$ cat src/rtl/core/tesp_pkg.sv
// shared types, widths, character and result codes of the escape sequence parser
// no dependencies; used by the interfaces, the top level and the checker
`default_nettype none

package tesp_pkg;

    // parameter defaults
    localparam int MAX_VALUES_DEF = 4;
    localparam int VALUE_BITS_DEF = 16;

    // fixed word widths and the number of result values
    localparam int CH_W        = 8;
    localparam int CODE_W      = 5;
    localparam int COUNT_W     = 3;
    localparam int OUT_VALUES  = 4;
    localparam int OUT_VALUE_W = 16;

    // parser modes
    typedef enum logic [3:0] {
        MODE_GROUND = 4'b0001,
        MODE_ESC    = 4'b0010,
        MODE_SQUARE = 4'b0100,
        MODE_NUMBER = 4'b1000
    } t_mode;

    // characters with a role of their own, and the wrap mode value
    localparam logic [CH_W-1:0] CH_ESC     = 8'h1B;
    localparam logic [CH_W-1:0] CH_BRACKET = 8'h5B;
    localparam logic [CH_W-1:0] CH_SEMI    = 8'h3B;
    localparam logic [CH_W-1:0] CH_ZERO    = 8'h30;
    localparam logic [CH_W-1:0] CH_NINE    = 8'h39;
    localparam int              WRAP_MODE  = 7;

    // result codes
    localparam logic [CODE_W-1:0] C_PARTIAL     = 5'd0;
    localparam logic [CODE_W-1:0] C_INVALID     = 5'd1;
    localparam logic [CODE_W-1:0] C_TAB         = 5'd2;
    localparam logic [CODE_W-1:0] C_BS          = 5'd3;
    localparam logic [CODE_W-1:0] C_CR          = 5'd4;
    localparam logic [CODE_W-1:0] C_LF          = 5'd5;
    localparam logic [CODE_W-1:0] C_VT          = 5'd6;
    localparam logic [CODE_W-1:0] C_FF          = 5'd7;
    localparam logic [CODE_W-1:0] C_BEL         = 5'd8;
    localparam logic [CODE_W-1:0] C_ETX         = 5'd9;
    localparam logic [CODE_W-1:0] C_EOT         = 5'd10;
    localparam logic [CODE_W-1:0] C_DEL         = 5'd11;
    localparam logic [CODE_W-1:0] C_SAVE        = 5'd12;
    localparam logic [CODE_W-1:0] C_RESTORE     = 5'd13;
    localparam logic [CODE_W-1:0] C_SCROLL_DOWN = 5'd14;
    localparam logic [CODE_W-1:0] C_SCROLL_UP   = 5'd15;
    localparam logic [CODE_W-1:0] C_UP          = 5'd16;
    localparam logic [CODE_W-1:0] C_DOWN        = 5'd17;
    localparam logic [CODE_W-1:0] C_RIGHT       = 5'd18;
    localparam logic [CODE_W-1:0] C_LEFT        = 5'd19;
    localparam logic [CODE_W-1:0] C_DOWN_HOME   = 5'd20;
    localparam logic [CODE_W-1:0] C_UP_HOME     = 5'd21;
    localparam logic [CODE_W-1:0] C_SET_COL     = 5'd22;
    localparam logic [CODE_W-1:0] C_HOME        = 5'd23;
    localparam logic [CODE_W-1:0] C_ERASE_LINE  = 5'd24;
    localparam logic [CODE_W-1:0] C_ERASE_DISP  = 5'd25;
    localparam logic [CODE_W-1:0] C_SCROLL_SET  = 5'd26;
    localparam logic [CODE_W-1:0] C_WRAP_SET    = 5'd27;
    localparam logic [CODE_W-1:0] C_WRAP_CLR    = 5'd28;
    localparam logic [CODE_W-1:0] C_MAX         = C_WRAP_CLR;

endpackage

`default_nettype wire

$ cat src/rtl/core/tesp_ifs.sv
// valid/ready channel interfaces for input bytes and parser results
// depends on tesp_pkg
`default_nettype none

interface tesp_byte_if import tesp_pkg::*; ();
    logic            valid;
    logic            ready;
    logic [CH_W-1:0] ch;

    modport source (output valid, output ch, input ready);
    modport sink   (input valid, input ch, output ready);
endinterface

interface tesp_result_if import tesp_pkg::*; ();
    logic                   valid;
    logic                   ready;
    logic [CODE_W-1:0]      code;
    logic                   in_sequence;
    logic [COUNT_W-1:0]     value_count;
    logic [OUT_VALUE_W-1:0] value0;
    logic [OUT_VALUE_W-1:0] value1;
    logic [OUT_VALUE_W-1:0] value2;
    logic [OUT_VALUE_W-1:0] value3;

    modport source (output valid, output code, output in_sequence, output value_count,
                    output value0, output value1, output value2, output value3,
                    input ready);
    modport sink   (input valid, input code, input in_sequence, input value_count,
                    input value0, input value1, input value2, input value3,
                    output ready);
endinterface

`default_nettype wire

$ cat src/rtl/core/terminal_escape_sequence_parser.sv
// top level of the terminal escape sequence parser
// depends on tesp_pkg and the channel interfaces in tesp_ifs
//
// usage
//   i_byte carries one received byte per word; o_result gives exactly one
//   result word per byte, in order: command code, open-sequence flag,
//   parameter count and the first four parameter values
//   the accepting edge loads the input register; the parse logic then runs
//   into the result register once it is free or its word is being taken
//   throughput is one byte per cycle while o_result.ready does not stall;
//   the parser state (mode, count, values) updates with each accepted byte,
//   so back-to-back bytes never wait on each other
//   the input register keeps taking words while a result waits: i_byte.ready
//   only drops when both the input and result registers are full and
//   o_result.ready is low, and everything holds until the receiver takes it
//   reset puts the parser in the ground state and empties both registers;
//   the values are zeroed lazily by the first byte after reset or after any
//   complete result
`default_nettype none

module terminal_escape_sequence_parser import tesp_pkg::*; #(
    parameter int MAX_VALUES = MAX_VALUES_DEF,
    parameter int VALUE_BITS = VALUE_BITS_DEF
) (
    input  wire logic      i_clk,
    input  wire logic      i_rst_n,
    tesp_byte_if.sink      i_byte,
    tesp_result_if.source  o_result
);

    localparam int CNT_W = $clog2(MAX_VALUES + 1);

    // input register
    logic            r_in_valid;
    logic [CH_W-1:0] r_in_ch;

    // parser state
    t_mode                 r_mode, n_mode;
    logic [CNT_W-1:0]      r_count, n_count;
    logic [VALUE_BITS-1:0] r_values [MAX_VALUES];
    logic [VALUE_BITS-1:0] n_values [MAX_VALUES];
    logic                  r_clear, n_clear;

    // result register
    logic                   r_out_valid;
    logic [CODE_W-1:0]      r_out_code;
    logic                   r_out_seq;
    logic [COUNT_W-1:0]     r_out_count;
    logic [OUT_VALUE_W-1:0] r_out_val [OUT_VALUES];

    // parse logic
    logic                   w_adv, w_fire;
    logic [CNT_W-1:0]       w_cur_count, w_cnt1;
    logic [VALUE_BITS-1:0]  w_cur_values [MAX_VALUES];
    logic                   w_is_digit, w_is_semi, w_wrap_ok;
    logic [VALUE_BITS-1:0]  w_digit;
    logic [CODE_W-1:0]      w_code;
    logic [OUT_VALUE_W-1:0] w_out_val [OUT_VALUES];

    // final letter of a bracket sequence
    function automatic logic [CODE_W-1:0] f_final(input logic [CH_W-1:0] ch,
                                                  input logic wrap_ok);
        logic [CODE_W-1:0] code;
        case (ch)
            "s":     code = C_SAVE;
            "u":     code = C_RESTORE;
            "A":     code = C_UP;
            "B":     code = C_DOWN;
            "C":     code = C_RIGHT;
            "D":     code = C_LEFT;
            "E":     code = C_DOWN_HOME;
            "F":     code = C_UP_HOME;
            "G":     code = C_SET_COL;
            "f":     code = C_HOME;
            "H":     code = C_HOME;
            "K":     code = C_ERASE_LINE;
            "J":     code = C_ERASE_DISP;
            "r":     code = C_SCROLL_SET;
            "h":     code = wrap_ok ? C_WRAP_SET : C_INVALID;
            "l":     code = wrap_ok ? C_WRAP_CLR : C_INVALID;
            default: code = C_INVALID;
        endcase
        return code;
    endfunction

    // handshake: the parse stage moves whenever the result register is free
    assign w_adv        = !r_out_valid || o_result.ready;
    assign w_fire       = r_in_valid && w_adv;
    assign i_byte.ready = !r_in_valid || w_adv;

    // pending clear applied before the byte is looked at
    assign w_cur_count = r_clear ? '0 : r_count;
    always_comb begin
        for (int k = 0; k < MAX_VALUES; k++) begin
            w_cur_values[k] = r_clear ? '0 : r_values[k];
        end
    end

    assign w_is_digit = r_in_ch inside {[CH_ZERO:CH_NINE]};
    assign w_is_semi  = (r_in_ch == CH_SEMI);
    assign w_digit    = VALUE_BITS'(r_in_ch[3:0]);
    assign w_wrap_ok  = (w_cur_values[0] == VALUE_BITS'(WRAP_MODE));
    // a digit with no value started opens the first one
    assign w_cnt1     = (w_cur_count == '0) ? CNT_W'(1) : w_cur_count;

    always_comb begin
        n_mode   = r_mode;
        n_count  = w_cur_count;
        n_values = w_cur_values;
        w_code   = C_INVALID;
        case (r_mode)
            MODE_GROUND: begin
                case (r_in_ch)
                    CH_ESC: begin
                        n_mode = MODE_ESC;
                        w_code = C_PARTIAL;
                    end
                    8'd9:    w_code = C_TAB;
                    8'd8:    w_code = C_BS;
                    8'd13:   w_code = C_CR;
                    8'd10:   w_code = C_LF;
                    8'd11:   w_code = C_VT;
                    8'd12:   w_code = C_FF;
                    8'd7:    w_code = C_BEL;
                    8'd3:    w_code = C_ETX;
                    8'd4:    w_code = C_EOT;
                    8'd127:  w_code = C_DEL;
                    default: w_code = C_INVALID;
                endcase
            end
            MODE_ESC: begin
                case (r_in_ch)
                    CH_BRACKET: begin
                        n_mode = MODE_SQUARE;
                        w_code = C_PARTIAL;
                    end
                    "7":     w_code = C_SAVE;
                    "8":     w_code = C_RESTORE;
                    "D":     w_code = C_SCROLL_DOWN;
                    "M":     w_code = C_SCROLL_UP;
                    "H":     w_code = C_TAB;
                    default: w_code = C_INVALID;
                endcase
            end
            MODE_SQUARE, MODE_NUMBER: begin
                if (w_is_semi) begin
                    // leading separator or one value too many
                    if (w_cur_count == '0 || w_cur_count >= CNT_W'(MAX_VALUES)) begin
                        w_code = C_INVALID;
                    end else begin
                        n_count = w_cur_count + CNT_W'(1);
                        n_mode  = MODE_NUMBER;
                        w_code  = C_PARTIAL;
                    end
                end else if (w_is_digit) begin
                    n_count = w_cnt1;
                    n_mode  = MODE_NUMBER;
                    w_code  = C_PARTIAL;
                    // value * 10 + digit, wrapping at the value width
                    for (int k = 0; k < MAX_VALUES; k++) begin
                        if (CNT_W'(k + 1) == w_cnt1) begin
                            n_values[k] = (w_cur_values[k] << 3) + (w_cur_values[k] << 1)
                                          + w_digit;
                        end
                    end
                end else begin
                    if (r_mode == MODE_NUMBER) begin
                        n_count = w_cnt1;
                    end
                    w_code = f_final(r_in_ch, w_wrap_ok);
                end
            end
            default: begin
                n_mode = MODE_GROUND;
                w_code = C_INVALID;
            end
        endcase
        // any complete result ends the sequence
        n_clear = (w_code != C_PARTIAL);
        if (n_clear) begin
            n_mode = MODE_GROUND;
        end
    end

    // result values, fixed at four words of sixteen bits
    for (genvar k = 0; k < OUT_VALUES; k++) begin : g_out
        if (k < MAX_VALUES) begin : g_used
            assign w_out_val[k] = OUT_VALUE_W'(n_values[k]);
        end else begin : g_unused
            assign w_out_val[k] = '0;
        end
    end

    // input register
    always_ff @(posedge i_clk) begin
        if (!i_rst_n) begin
            r_in_valid <= 1'b0;
        end else if (i_byte.ready) begin
            r_in_valid <= i_byte.valid;
        end
        if (i_byte.ready) begin
            r_in_ch <= i_byte.ch;
        end
    end

    // parser state; a set clear flag stands in for zeroed values after reset
    always_ff @(posedge i_clk) begin
        if (!i_rst_n) begin
            r_mode  <= MODE_GROUND;
            r_clear <= 1'b1;
        end else if (w_fire) begin
            r_mode  <= n_mode;
            r_clear <= n_clear;
        end
        if (w_fire) begin
            r_count  <= n_count;
            r_values <= n_values;
        end
    end

    // result register
    always_ff @(posedge i_clk) begin
        if (!i_rst_n) begin
            r_out_valid <= 1'b0;
        end else if (w_fire) begin
            r_out_valid <= 1'b1;
        end else if (o_result.ready) begin
            r_out_valid <= 1'b0;
        end
        if (w_fire) begin
            r_out_code  <= w_code;
            r_out_seq   <= (w_code == C_PARTIAL);
            r_out_count <= COUNT_W'(n_count);
            r_out_val   <= w_out_val;
        end
    end

    assign o_result.valid       = r_out_valid;
    assign o_result.code        = r_out_code;
    assign o_result.in_sequence = r_out_seq;
    assign o_result.value_count = r_out_count;
    assign o_result.value0      = r_out_val[0];
    assign o_result.value1      = r_out_val[1];
    assign o_result.value2      = r_out_val[2];
    assign o_result.value3      = r_out_val[3];

endmodule

`default_nettype wire

$ cat src/flat_wrapper.sv
// flat-port wrapper written by rule: the top's interface ports become plain ports
module terminal_escape_sequence_parser_flat import tesp_pkg::*;
#(
    parameter int MAX_VALUES = MAX_VALUES_DEF,
    parameter int VALUE_BITS = VALUE_BITS_DEF
)
  (i_clk, i_rst_n, i_byte_valid, i_byte_ch, i_byte_ready, o_result_valid, o_result_code, o_result_in_sequence, o_result_value_count, o_result_value0, o_result_value1, o_result_value2, o_result_value3, o_result_ready);
  tesp_byte_if i_byte_i ();
  tesp_result_if o_result_i ();
  input  wire logic i_clk;
  input  wire logic i_rst_n;
  input wire logic [$bits(i_byte_i.valid)-1:0] i_byte_valid;
  input wire logic [$bits(i_byte_i.ch)-1:0] i_byte_ch;
  output wire logic [$bits(i_byte_i.ready)-1:0] i_byte_ready;
  output wire logic [$bits(o_result_i.valid)-1:0] o_result_valid;
  output wire logic [$bits(o_result_i.code)-1:0] o_result_code;
  output wire logic [$bits(o_result_i.in_sequence)-1:0] o_result_in_sequence;
  output wire logic [$bits(o_result_i.value_count)-1:0] o_result_value_count;
  output wire logic [$bits(o_result_i.value0)-1:0] o_result_value0;
  output wire logic [$bits(o_result_i.value1)-1:0] o_result_value1;
  output wire logic [$bits(o_result_i.value2)-1:0] o_result_value2;
  output wire logic [$bits(o_result_i.value3)-1:0] o_result_value3;
  input wire logic [$bits(o_result_i.ready)-1:0] o_result_ready;
  assign i_byte_i.valid = i_byte_valid;
  assign i_byte_i.ch = i_byte_ch;
  assign i_byte_ready = i_byte_i.ready;
  assign o_result_valid = o_result_i.valid;
  assign o_result_code = o_result_i.code;
  assign o_result_in_sequence = o_result_i.in_sequence;
  assign o_result_value_count = o_result_i.value_count;
  assign o_result_value0 = o_result_i.value0;
  assign o_result_value1 = o_result_i.value1;
  assign o_result_value2 = o_result_i.value2;
  assign o_result_value3 = o_result_i.value3;
  assign o_result_i.ready = o_result_ready;
  terminal_escape_sequence_parser #(.MAX_VALUES(MAX_VALUES), .VALUE_BITS(VALUE_BITS)) u_core (.i_clk(i_clk), .i_rst_n(i_rst_n), .i_byte(i_byte_i), .o_result(o_result_i));
endmodule
$ cat config.mk
export PLATFORM = sky130hd
export DESIGN_NAME = terminal_escape_sequence_parser_flat
export DESIGN_NICKNAME = d
export VERILOG_FILES = /design/src/rtl/core/tesp_pkg.sv /design/src/rtl/core/tesp_ifs.sv /design/src/rtl/core/terminal_escape_sequence_parser.sv /design/src/flat_wrapper.sv
export SDC_FILE = /design/constraint.sdc
export NUM_CORES = 1
export LEC_CHECK = 0
export BUFFER_PORTS_ARGS = -buffer_cell sky130_fd_sc_hd__buf_2
export CORE_MARGIN = 2
export CORE_UTILIZATION = 32
export DETAILED_ROUTE_END_ITERATION = 10
export GPL_ROUTABILITY_DRIVEN = 0
export GPL_TIMING_DRIVEN = 0
export SLEW_MARGIN = 20
export SYNTH_ARGS = -nofsm -noshare
export SYNTH_HDL_FRONTEND = slang
export SYNTH_SLANG_ARGS = --single-unit
$ cat constraint.sdc
create_clock -name i_clk -period 7.7 [get_ports i_clk]
set_input_delay 1.155 -clock i_clk [delete_from_list [all_inputs] [get_ports i_clk]]
set_output_delay 1.155 -clock i_clk [all_outputs]
set_load 0.1 [all_outputs]
* Word-level counts from Yosys, hierarchy flattened
Index checks and enable logic that the tools add are counted.
Storage, ports and cells: input bits 12, logic and storage cells 119, output and inout bits 75, flip-flop bits (word level) 88
Operators by class: add/subtract/negate cells 9, magnitude comparators 3, eq/ne operators 45, muxes and demuxes 36, reduce and logical (&&, ||, !) cells 14
Operators with widths (count):
- $mux 64 | 3
- $eq 8x7->1 const B | 19
- $mux 16 | 8
- $pmux 5 s15 | 1
- $add 16x16->16 | 4
- $add 16x4->16 | 4
- $eq 8x4->1 const B | 6
- $pmux 4 s11 | 1
- $eq 8x6->1 const B | 3
- $mux 4 | 6
- $pmux 4 s6 | 1
- $mux 3 | 7
- $mux 5 | 4
- $eq 16x3->1 const B | 1
- $eq 8x3->1 const B | 2
- $pmux 5 s3 | 1
- $pmux 4 s3 | 1
- $eq 8x2->1 const B | 1
- $eq 8x5->1 const B | 1
- $ge 8x6->1 const B | 1
- $le 8x6->1 const B | 1
- $eq 2x3->1 const A | 2
- $logic_not 5->1 | 1
- $reduce_and 5->1 | 1
- 20 further kinds | 27

* Depth between registers and ports, before layout
depth in word-level cells 10, depth in mapped cells 13, depth with buffers taken out 11

* Least setup slack after synthesis
Ideal clock, no wire load.
path kind input port to flip-flop, from input port o_result_ready, to register u_core.r_clear, slack 2.133 ns, data required time 7.580 ns, arrival 5.446 ns, path buffers 0, stages 4, library setup time 0.120 ns, cell sequence nor2b_1 -> nor2b_1 -> and4_4 -> a21oi_1
Between the ends: cells in the longest elaborated chain, start to end 2
RTL lines:
- start: declaration | line flat_wrapper.sv:23 | input wire logic [$bits(o_result_i.ready)-1:0] o_result_ready;
- $logic_or 1x1->1 | line terminal_escape_sequence_parser.sv:87 | assign w_adv = !r_out_valid || o_result.ready;
- $logic_and 1x1->1 | line terminal_escape_sequence_parser.sv:88 | assign w_fire = r_in_valid && w_adv;
- via u_core.w_fire | line terminal_escape_sequence_parser.sv:52 | logic w_adv, w_fire;
- end signal: assignment | line terminal_escape_sequence_parser.sv:213 | r_clear <= n_clear;
- end: declaration | line terminal_escape_sequence_parser.sv:42 | logic r_clear, n_clear;
The timed path passes the listed nets, and every way through them passes these cells. A chain may end at the register's enable or synchronous reset.

==> impl_metrics.env <==
export IMPL_cts_made_buffers=9
export IMPL_worstSetupPathType="register to register"
export IMPL_numClockSinks=88
export IMPL_die_y_um=162.0
export IMPL_synth_avg_cell_area_um2=9.695
export IMPL_clkLatencyLatePin_ns=0.37
export IMPL_setup_viol=0
export IMPL_drc=0
export IMPL_outcome="completed"
export IMPL_maxSlewViolCount=0
export IMPL_swShare_pct=32.47
export IMPL_path_clk_slew_ns=0.08
export IMPL_layout_nets=1052
export IMPL_io_pins=87
export IMPL_drv_cap=0
export IMPL_power_share_clock_pct=39.0
export IMPL_dp_hpwl_um=15780
export IMPL_tightest_slew_ns=0.9719
export IMPL_core_area_um2=24390
export IMPL_maxSlewHeadroom_pct=34.29
export IMPL_cts_root_buf="clkbuf_16"
export IMPL_end_kind="register"
export IMPL_cts_resized_gates=0
export IMPL_grt_overflow=0
export IMPL_via_count=6646
export IMPL_drt_pass1_iter_count=5
export IMPL_setup_tns_ns=0
export IMPL_holdCritPathClass="register to register"
export IMPL_grt_max_degree=28
export IMPL_p_seq_share_pct=44.5
export IMPL_syn_nets=952
export IMPL_fp_dieW_um=162.0
export IMPL_drt_iter0_drc=560
export IMPL_async_reset_ff_share_pct=0
export IMPL_ys_warn_count=0
export IMPL_antenna_found_initial=0
export IMPL_via_per_inst=5.304
export IMPL_critPathMaxFanout=10
export IMPL_arrival_ns=4.58
export IMPL_synth_top_flop_cell="edfxtp_1"
export IMPL_cts_tree="done"
export IMPL_fin_hold_ws_ns=0.5078
export IMPL_max_freq_mhz=223.6
export IMPL_grt_usage_pct=15.78
export IMPL_combPwrFrac_pct=16.5
export IMPL_numPortBuffers=86
export IMPL_leakage_uw=0.004035
export IMPL_synth_edf_count=81
export IMPL_ys_seq_elements=88
export IMPL_clock_path_buffers=2
export IMPL_n_antenna_cell=0
export IMPL_hold_buffers=0
export IMPL_ant_nets=0
export IMPL_htree_levels=3
export IMPL_p_int_uw=839.8
export IMPL_synthCells=824
export IMPL_skew_ns=0.01287
export IMPL_grt_setup_unrepaired="false"
export IMPL_syn_cell_area_um2=7989
export IMPL_ys_seq_area_share_pct=32.20
export IMPL_die_area_um2=26250
export IMPL_area_growth_pct=15.30
export IMPL_period_share_pct=58.08
export IMPL_p_sw_uw=403.7
export IMPL_first_global_vias=6294
export IMPL_synth_distinct_cells=76
export IMPL_wl_per_cell_um=16.38
export IMPL_start_util_pct=32.75
export IMPL_wl_um=20530
export IMPL_cp_required_ns=7.81
export IMPL_cp_start_kind="register"
export IMPL_grt_pass1_wl_um=32780
export IMPL_rows=57
export IMPL_hold_violations=0
export IMPL_vdd_drop_max_uv=97.41
export IMPL_post_cts_buffers=0
export IMPL_final_min_clock_period_ns=4.473
export IMPL_layout_drive_gt1_share_pct=16.90
export IMPL_power_density_nw_per_um2=135.0
-- area by class of cell --
class	count	area (um^2)
fillers	2516	15180
multi-input cells	687	5214
flip-flops and latches	88	2572
repair buffers	89	498.0
well taps	324	405.4
clock buffers	9	225.2
plain buffers	34	153.9
clock inverters	7	86.33
inverters	15	56.30
-- path summary, 6_finish.rpt --
kind | slack, ns | start | endpoint | cells past startpoint
min | 0.51 | u_core.r_mode[1] | u_core.r_mode[1] | 2
max reg2reg | 3.23 | u_core.r_clear | u_core.o_result.value1[15] | 13
max | 3.23 | u_core.r_clear | u_core.o_result.value1[15] | 13
min reg2reg | 0.51 | u_core.r_mode[1] | u_core.r_mode[1] | 2
-- cell families (layout without fill, tap and decap cells) --
| logic type | after synthesis | after routing | share of synthesized area [%] |
|---|---|---|---|
| compound gates | 174 | 174 | 14.08 |
| mux | 38 | 38 | 5.341 |
| flops | 88 | 88 | 32.20 |
| fa+ha+maj | 116 | 116 | 18.92 |
| buf+inv | 49 | 154 | 2.631 |
| simple gates | 304 | 304 | 20.80 |
| xor+xnor | 55 | 55 | 6.030 |
-- cell usage in the layout (no fill, tap or decap), types with 7 or more instances in the layout --
| master | count |
|---|---|
| ha_1 | 108 |
| buf_2 | 98 |
| edfxtp_1 | 81 |
| nor2b_1 | 70 |
| nand2_1 | 57 |
| a21oi_1 | 43 |
| nor2_1 | 42 |
| o21ai_0 | 42 |
| xnor2_1 | 36 |
| nand3_1 | 31 |
| nor3_1 | 28 |
| mux2_2 | 26 |
| clkbuf_1 | 19 |
| xor2_1 | 19 |
| inv_1 | 15 |
| and3_1 | 13 |
| or3_1 | 12 |
| mux2_1 | 11 |
| nand3b_1 | 10 |
| clkbuf_16 | 9 |
| o21ai_1 | 8 |
| o21a_1 | 8 |
| nand2b_1 | 8 |
| fa_1 | 8 |
| dfxtp_1 | 7 |
-- Yosys cell counts (all sizes together), types with 5 or more instances --
master / n / share of area, %
a211o: 5 / 0.55
a211oi: 5 / 0.47
a21boi: 6 / 0.56
a21o: 6 / 0.56
a21oi: 43 / 2.7
a31o: 6 / 0.66
and3: 13 / 1.0
buf: 15 / 1.0
clkbuf: 19 / 0.89
dfxtp: 7 / 1.8
edfxtp: 81 / 30
fa: 8 / 2.0
ha: 108 / 17
inv: 15 / 0.70
mux2: 37 / 5.2
nand2: 58 / 2.8
nand2b: 8 / 0.63
nand3: 31 / 1.9
nand3b: 10 / 0.94
nand4: 5 / 0.39
nor2: 42 / 2.0
nor2b: 71 / 5.6
nor3: 28 / 1.8
nor4: 6 / 0.47
o2111ai: 5 / 0.55
o211ai: 6 / 0.56
o21a: 8 / 0.75
o21ai: 50 / 3.1
or3: 12 / 0.94
xnor2: 36 / 3.9
xor2: 19 / 2.1
-- through the flow --
step | power, uW | setup WS [ns] | cells | area (um^2) | util (%)
final | 1244 | 3.227 | 1253 | 9211 | 37.77
after global routing | 1286 | 2.914 | 1253 | 9211 | 37.77
after CTS | 1255 | 3.149 | 1253 | 9211 | 37.77
after detailed placement | 768.5 | 3.170 | 1237 | 8900 | 36.49
after global placement | 766.5 | -0.3513 | 1234 | 8825 | 36.18
after floorplan | 724.0 | 2.133 | 824 | 7989 | -
-- worst max-delay path, cell delays in order, from the launching register on --
cell and delay [ns]:
dfxtp_1 0.31, clkbuf_1 0.35, clkbuf_1 0.59, clkbuf_1 0.63, nor2b_1 0.20, ha_1 0.34, ha_1 0.37, nand3_1 0.12
o2111ai_1 0.20, and3_1 0.23, or3b_2 0.47, a31oi_1 0.20, xnor2_1 0.13, o21ai_0 0.08
-- flip-flops by register name, summed over array words and instances (netlist names) --
| name | count |
|---|---|
| u_core.r_in_valid | 1 |
| u_core.o_result.in_sequence | 1 |
| u_core.o_result.value3 | 16 |
| u_core.o_result.valid | 1 |
| u_core.o_result.value0 | 16 |
| u_core.r_clear | 1 |
| u_core.o_result.value_count | 3 |
| u_core.r_in_ch | 8 |
| u_core.r_mode | 4 |
| u_core.o_result.value2 | 16 |
| u_core.o_result.value1 | 16 |
| u_core.o_result.code | 5 |
-- routing by layer --
metal	up-vias	track usage, %	share of wire, %
li1	3287	-	-
met1	3143	22.12	49
met2	190	24.68	44
met3	26	3.320	5.2
met4	0	4.224	1.6
met5	-	0	0
-- power by group through the flow --
stage                     clock, uW  sequential (uW)  combinational, uW
after floorplan                   0              665               59.2
after global placement            0              568                199
after CTS                       497              553                205
after global routing            515              555                216
after detailed placement          0              564                204
final                           485              553                206
No activity file was read; power rests on OpenSTA's default activity.
